`src/rtl/bbc_pkg.sv`:
```
`timescale 1ns / 1ps
// ============================================================================
// bbc_pkg
// Shared types and constants of the bracket balance checker.
// ============================================================================
package bbc_pkg;

    localparam int STACK_DEPTH_DEF = 64;
    localparam int QUEUE_DEPTH     = 2;
    localparam int CH_W            = 8;
    localparam int KIND_W          = 2;
    localparam int CODE_W          = 3;
    localparam int OPEN_W          = 7;

    // Bracket characters.
    localparam logic [CH_W-1:0] CH_OPEN_ROUND   = 8'h28;
    localparam logic [CH_W-1:0] CH_CLOSE_ROUND  = 8'h29;
    localparam logic [CH_W-1:0] CH_OPEN_CURLY   = 8'h7B;
    localparam logic [CH_W-1:0] CH_CLOSE_CURLY  = 8'h7D;
    localparam logic [CH_W-1:0] CH_OPEN_SQUARE  = 8'h5B;
    localparam logic [CH_W-1:0] CH_CLOSE_SQUARE = 8'h5D;

    // Bracket kinds as stored on the stack.
    localparam logic [KIND_W-1:0] KIND_ROUND  = 2'd0;
    localparam logic [KIND_W-1:0] KIND_CURLY  = 2'd1;
    localparam logic [KIND_W-1:0] KIND_SQUARE = 2'd2;

    typedef enum logic [1:0] {
        OP_NONE = 2'd0,
        OP_PUSH = 2'd1,
        OP_POP  = 2'd2
    } op_t;

    typedef enum logic [CODE_W-1:0] {
        ERR_NONE     = 3'd0,
        ERR_MISMATCH = 3'd1,
        ERR_EMPTY    = 3'd2,
        ERR_UNCLOSED = 3'd3,
        ERR_OVERFLOW = 3'd4
    } err_t;

    // One classified item as it travels from the front to the back.
    typedef struct packed {
        op_t               op;
        logic [KIND_W-1:0] kind;
        logic              last;
    } bbc_op_t;

endpackage

```
`src/rtl/bbc_back.sv`:
```
`timescale 1ns / 1ps
// ============================================================================
// bbc_back
// Bracket stack engine: pushes and pops kinds, latches the first error and
// forms the verdict on the last item of each expression.
// ============================================================================
module bbc_back
    import bbc_pkg::*;
#(
    parameter int STACK_DEPTH = STACK_DEPTH_DEF
)
(
    input  logic              clk,
    input  logic              rst_n,
    input  logic              q_valid,
    output logic              q_ready,
    input  bbc_op_t           q_item,
    output logic              out_valid,
    input  logic              out_ready,
    output logic              balanced,
    output logic [CODE_W-1:0] error_code,
    output logic [OPEN_W-1:0] open_left
);

    localparam int DEPTH_W = $clog2(STACK_DEPTH + 1);
    localparam int ADDR_W  = $clog2(STACK_DEPTH);

    // The top two kinds live in registers; the memory holds every pushed kind
    // and refills the second-from-top register on a pop.
    logic [KIND_W-1:0]  kind_mem [STACK_DEPTH];
    logic [KIND_W-1:0]  top_reg, below_reg;

    logic [DEPTH_W-1:0] depth_reg, depth_next, depth_after;
    err_t               err_reg, err_next, err_after, verdict;
    logic               out_valid_reg, out_valid_next;
    logic               balanced_reg;
    err_t               code_reg;
    logic [OPEN_W-1:0]  open_reg;

    logic               fire, active, full, empty;
    logic               do_push, do_pop, ovf, close_empty, mismatch;
    logic [ADDR_W-1:0]  wr_addr, rd_addr;

    assign q_ready     = !q_item.last || !out_valid_reg || out_ready;
    assign fire        = q_valid && q_ready;
    assign active      = fire && (err_reg == ERR_NONE);
    assign full        = (depth_reg == DEPTH_W'(STACK_DEPTH));
    assign empty       = (depth_reg == '0);
    assign do_push     = active && (q_item.op == OP_PUSH) && !full;
    assign ovf         = active && (q_item.op == OP_PUSH) && full;
    assign do_pop      = active && (q_item.op == OP_POP) && !empty;
    assign close_empty = active && (q_item.op == OP_POP) && empty;
    assign mismatch    = do_pop && (top_reg != q_item.kind);
    assign wr_addr     = depth_reg[ADDR_W-1:0];
    assign rd_addr     = ADDR_W'(depth_reg - DEPTH_W'(3));

    always_comb
    begin
        depth_after = depth_reg;
        if (do_push)
        begin
            depth_after = depth_reg + 1'b1;
        end
        else if (do_pop)
        begin
            depth_after = depth_reg - 1'b1;
        end

        err_after = err_reg;
        if (ovf)
        begin
            err_after = ERR_OVERFLOW;
        end
        else if (close_empty)
        begin
            err_after = ERR_EMPTY;
        end
        else if (mismatch)
        begin
            err_after = ERR_MISMATCH;
        end

        verdict = err_after;
        if ((err_after == ERR_NONE) && (depth_after != '0))
        begin
            verdict = ERR_UNCLOSED;
        end

        depth_next = depth_after;
        err_next   = err_after;
        if (fire && q_item.last)
        begin
            depth_next = '0;
            err_next   = ERR_NONE;
        end

        out_valid_next = out_valid_reg && !out_ready;
        if (fire && q_item.last)
        begin
            out_valid_next = 1'b1;
        end
    end

    always_ff @(posedge clk or negedge rst_n)
    begin
        if (!rst_n)
        begin
            depth_reg     <= '0;
            err_reg       <= ERR_NONE;
            out_valid_reg <= 1'b0;
        end
        else
        begin
            depth_reg     <= depth_next;
            err_reg       <= err_next;
            out_valid_reg <= out_valid_next;
        end
    end

    always_ff @(posedge clk)
    begin
        if (do_push)
        begin
            kind_mem[wr_addr] <= q_item.kind;
            top_reg           <= q_item.kind;
            below_reg         <= top_reg;
        end
        else if (do_pop)
        begin
            top_reg   <= below_reg;
            below_reg <= kind_mem[rd_addr];
        end
        if (fire && q_item.last)
        begin
            balanced_reg <= (verdict == ERR_NONE);
            code_reg     <= verdict;
            open_reg     <= OPEN_W'(depth_after);
        end
    end

    assign out_valid  = out_valid_reg;
    assign balanced   = balanced_reg;
    assign error_code = code_reg;
    assign open_left  = open_reg;

    a_depth_bound: assert property (@(posedge clk) disable iff (!rst_n)
        depth_reg <= DEPTH_W'(STACK_DEPTH))
        else $error("stack depth beyond capacity");

    a_clear_after_last: assert property (@(posedge clk) disable iff (!rst_n)
        fire && q_item.last |=> (depth_reg == '0) && (err_reg == ERR_NONE))
        else $error("state not cleared after last item");

    a_frozen_after_error: assert property (@(posedge clk) disable iff (!rst_n)
        fire && !q_item.last && (err_reg != ERR_NONE) |=> $stable(depth_reg))
        else $error("stack moved after an error");

    a_verdict_consistent: assert property (@(posedge clk) disable iff (!rst_n)
        out_valid_reg |-> (balanced_reg == (code_reg == ERR_NONE)))
        else $error("balanced flag disagrees with error code");

    a_no_result_overwrite: assert property (@(posedge clk) disable iff (!rst_n)
        out_valid_reg && !out_ready |=> out_valid_reg && $stable(code_reg))
        else $error("pending result lost");

endmodule

```
`config.mk`:
```
export PLATFORM = sky130hd
export DESIGN_NAME = bbc_back
export DESIGN_NICKNAME = d
export VERILOG_FILES = /design/src/rtl/bbc_pkg.sv /design/src/rtl/bbc_back.sv
export SDC_FILE = /design/constraint.sdc
export NUM_CORES = 1
export LEC_CHECK = 0
export BUFFER_PORTS_ARGS = -buffer_cell sky130_fd_sc_hd__buf_2
export CORE_MARGIN = 5
export CORE_UTILIZATION = 60
export CTS_BUF_LIST = sky130_fd_sc_hd__clkbuf_8
export DETAILED_ROUTE_END_ITERATION = 12
export HOLD_SLACK_MARGIN = 0.06
export PLACE_DENSITY = 0.77
export SLEW_MARGIN = 5
export SYNTH_ARGS = -nofsm -noshare
export SYNTH_HDL_FRONTEND = slang
export SYNTH_SLANG_ARGS = --single-unit
```
`constraint.sdc`:
```
create_clock -name clk -period 8.6 [get_ports clk]
set_input_delay 2.15 -clock clk [delete_from_list [all_inputs] [get_ports clk]]
set_output_delay 2.15 -clock clk [all_outputs]
set_load 0.01 [all_outputs]
```
==> impl_metrics.py <==
metrics = {
    "pwr": {
        "cellPowerDensity_nw_per_um2": 321.5,
        "comb_power_share": 0.374,
        "power.sequential.fraction": 0.386,
        "post-layout-total-power_mw": 2.384,
        "p_leak_nw": 2.455,
        "swShare": 0.3335,
        "net-switching-power_uw": 795.2,
        "power.share.clock": 0.240,
        "p_int_mw": 1.589,
        "irDropWorstVdd_v": 0.0002156,
    },
    "timing": {
        "report.final.slew_viol_count": 0,
        "period_share": 0.5814,
        "final-setup-viol-count": 0,
        "final_hold_viol_count": 0,
        "worst_pin_slew_ns": 1.169,
        "finalCriticalPeriod_ns": 5.000,
        "timing.max_slew.rel_slack": 0.2166,
        "final_clock_skew_ns": 0.009334,
        "max_freq_mhz": 200.0,
        "totalNegativeSetupSlack_ns": 0,
        "hold_ws_ns": 0.5030,
        "grt_setup_unrepaired": "false",
    },
    "yosys": {
        "synth_top_cells_by_area": "edfxtp_1 (63%), mux4_2 (12%), nor2_1 (4.3%)",
        "yosys_warnings": 0,
        "synthesis.instances": 447,
        "post_synth_instance_area_sq_um": 6776,
        "netlist.top_cell.by_area": "edfxtp_1",
        "share_of_flip_flops_with_an_asynchronous_set_or_reset_after_synthesis": 0.07143,
        "postSynthAreaPerCell_sq_um": 15.16,
        "flip_flop_and_latch_count_after_synthesis": 154,
        "synth.yosys.seq_area_share": 0.6743,
        "synth-edff-count": 143,
        "mappedNetlistNets": 458,
        "synth.lib_cells_used.distinct": 48,
        "synth.top_cell.area_share": 0.6337,
        "main_flop_type_after_synthesis": "edfxtp_1",
    },
    "cts": {
        "cts.sinks": 154,
        "cts.htree.levels": 4,
        "cts.clk_slew.worst_paths_ns": 0.08,
        "clock_tree.root_cell": "clkbuf_8",
        "cts_tree": "done",
        "post_cts_hold_buffer_count": 0,
        "cts-buffers-inserted": 17,
        "cts.path.max_buffers": 2,
        "post_cts.resized_instances": 0,
        "clock_insertion_delay_worst_skew_ns": 0.46,
        "cts_setup_buffers": 0,
    },
    "die": {
        "floorplan.initialDensity": 0.6197,
        "die_w_um": 116.3,
        "fp-row-count": 38,
        "die_area_sq_um": 13520,
        "io_pins": 22,
        "core-area_sq_um": 10940,
        "floorplan.die.height_um": 116.3,
    },
    "routing": {
        "post_drt_wl_per_cell_um": 21.56,
        "drt-pass1-iter-count": 5,
        "post-route-drc-count": 0,
        "post_drt_via_cell_ratio": 6.294,
        "detail_route.iter0.violations": 307,
        "vias": 3915,
        "ant_nets": 0,
        "totalWireLength_mm": 13.41,
    },
    "finish": {
        "fillCellCount": 759,
        "final_net_count": 480,
        "n_antenna_cell": 0,
        "fin_area_sq_um": 7417,
        "post_route_cells_drive_above_1_share": 0.2199,
        "largest_register_ffs": 128,
        "final_cells": 622,
        "layout-area-overhead-vs-synth_pct": 9.453,
    },
    "placement": {
        "finalWeightedCongestion": 0.9150,
        "dpl.cell_count": 590,
        "postPlaceCellArea_sq_um": 7002,
        "port_buffers": 21,
        "dpl.hpwl_mm": 8.699,
    },
    "setup_path": {
        "cpMaxStageDelayCell": "nand3b_1",
        "worst-endpoint-required_ns": 6.45,
        "cp.arrival_ns": 2.85,
        "critPathMaxStageDelay_ns": 0.35,
        "setup.worst_path.class": "in2out",
        "worst_setup_path_end_kind": "output pin",
        "worst_setup_path_start_kind": "primary input",
        "cp_common_cell": "buf_2",
        "cells_along_the_critical_path": "buf_2, nand3b_1, buf_2",
        "critical_path.max_fanout": 9,
    },
    "global_route": {
        "grt_overflow": 0,
        "grt_pass1_wl_mm": 21.23,
        "grt_start_max_net_pins": 66,
        "antenna_found_initial": 0,
        "grt_util_all_layers": 0.2163,
        "first_global_vias": 3981,
    },
    "flow_run": {
        "timing.max_cap.violations": 0,
    },
    "run_status": {
        "outcome": "complete, no violations",
    },
    "hold_path": {
        "worst_hold_path_type": "reg2reg",
    },
}
==> path summary, 6_finish.rpt <==
check                             start      endpoint  slack [ns]  cells after the start
max                           out_ready       q_ready        3.60                      3
min in group asynchronous         rst_n  depth_reg[6]        1.56                      1
max reg2reg                depth_reg[0]  below_reg[1]        4.71                      7
min                           out_valid     out_valid        0.50                      1
max in group asynchronous         rst_n  depth_reg[3]        6.82                      1
min reg2reg                   out_valid     out_valid        0.50                      1
==> logic make-up (layout without fill, tap and decap cells) <==
family | after synthesis | in the layout | synth area share
and+or+nand+nor | 171 | 171 | 0.1169
DFF | 154 | 154 | 0.6743
muxes | 47 | 47 | 0.1359
buffers and inverters | 33 | 68 | 0.02123
AOI/OAI and AO/OA | 30 | 30 | 0.03508
xor gates and xnor gates | 10 | 10 | 0.01293
adders and majority gates | 2 | 2 | 0.003692
==> area by class of cell <==
cell class,count,area (sq um),area share
multi-input cells,260,2073,0.2795
clock buffers,17,234.0,0.03155
well taps,140,175.2,0.02362
repair buffers,27,150.1,0.02024
inverters,9,33.78,0.004555
flip-flops and latches,154,4569,0.6161
clock inverters,15,181.4,0.02446
==> routing by layer <==
metal / vias up / GRT usage / share of wire
li1: 1747 / - / -
met1: 1970 / 0.3088 / 0.42
met2: 177 / 0.3341 / 0.48
met3: 21 / 0.04508 / 0.077
met4: 0 / 0.08198 / 0.017
met5: - / 0 / 0
==> cells in the final DEF, fill, tap and decap left out, types with 2 or more instances in the layout <==
master / Yosys / layout
clkinv_2: 0 / 5
clkbuf_8: 0 / 17
and3_1: 5 / 5
a211oi_1: 3 / 3
a21oi_1: 5 / 5
edfxtp_1: 143 / 143
a41oi_1: 2 / 2
nor2b_1: 7 / 7
inv_1: 8 / 9
clkinv_1: 1 / 3
a31o_2: 2 / 2
xor2_1: 3 / 3
nand3b_1: 2 / 2
mux4_2: 36 / 36
nor4_1: 2 / 2
nor3_1: 9 / 9
buf_2: 10 / 21
nor2_1: 78 / 78
nand4_1: 2 / 2
o21ai_0: 5 / 5
xnor2_1: 7 / 6
bufinv_16: 0 / 4
or2_2: 2 / 2
buf_4: 0 / 6
dfrtp_1: 11 / 11
nand3_1: 19 / 19
or3_1: 5 / 5
mux2i_1: 11 / 11
and2_1: 3 / 3
nand2_1: 31 / 31
==> power by group through the flow <==
| stage | clock (mW) | sequential, mW | combinational (mW) |
|---|---|---|---|
| 6_report | 0.573 | 0.920 | 0.892 |
| 4_1_cts | 0.577 | 0.917 | 0.893 |
| 3_5_place_dp | 0 | 0.933 | 0.892 |
| 2_1_floorplan | 0 | 0.903 | 0.709 |
| 5_1_grt | 0.610 | 0.925 | 0.963 |
| 3_3_place_gp | 0 | 0.931 | 0.872 |
==> stage by stage <==
| stage | setup WS (ns) | util |
|---|---|---|
| finish | 3.600 | 0.6783 |
| global route | 3.562 | 0.6783 |
| CTS | 3.636 | 0.6783 |
| detailed placement | 3.634 | 0.6403 |
| floorplan | 3.998 | - |
| global placement | 3.679 | 0.6403 |
==> synth_stat cells (3+ instances only) <==
master / n
a211oi_1: 3
and2_1: 3
edfxtp_1: 143
a21oi_1: 5
nor2b_1: 7
or3_1: 5
xnor2_1: 7
inv_1: 8
and3_1: 5
buf_2: 10
nand3_1: 19
o21ai_0: 5
dfrtp_1: 11
mux2i_1: 11
clkbuf_1: 13
mux4_2: 36
nor3_1: 9
nor2_1: 78
nand2_1: 31
xor2_1: 3
==> critical path, delay by kind of cell <==
kind                   cells  cell delay (ns)
and+or+nand+nor            1             0.35
buffers and inverters      2             0.35
No activity file was read; power rests on OpenSTA's default activity.
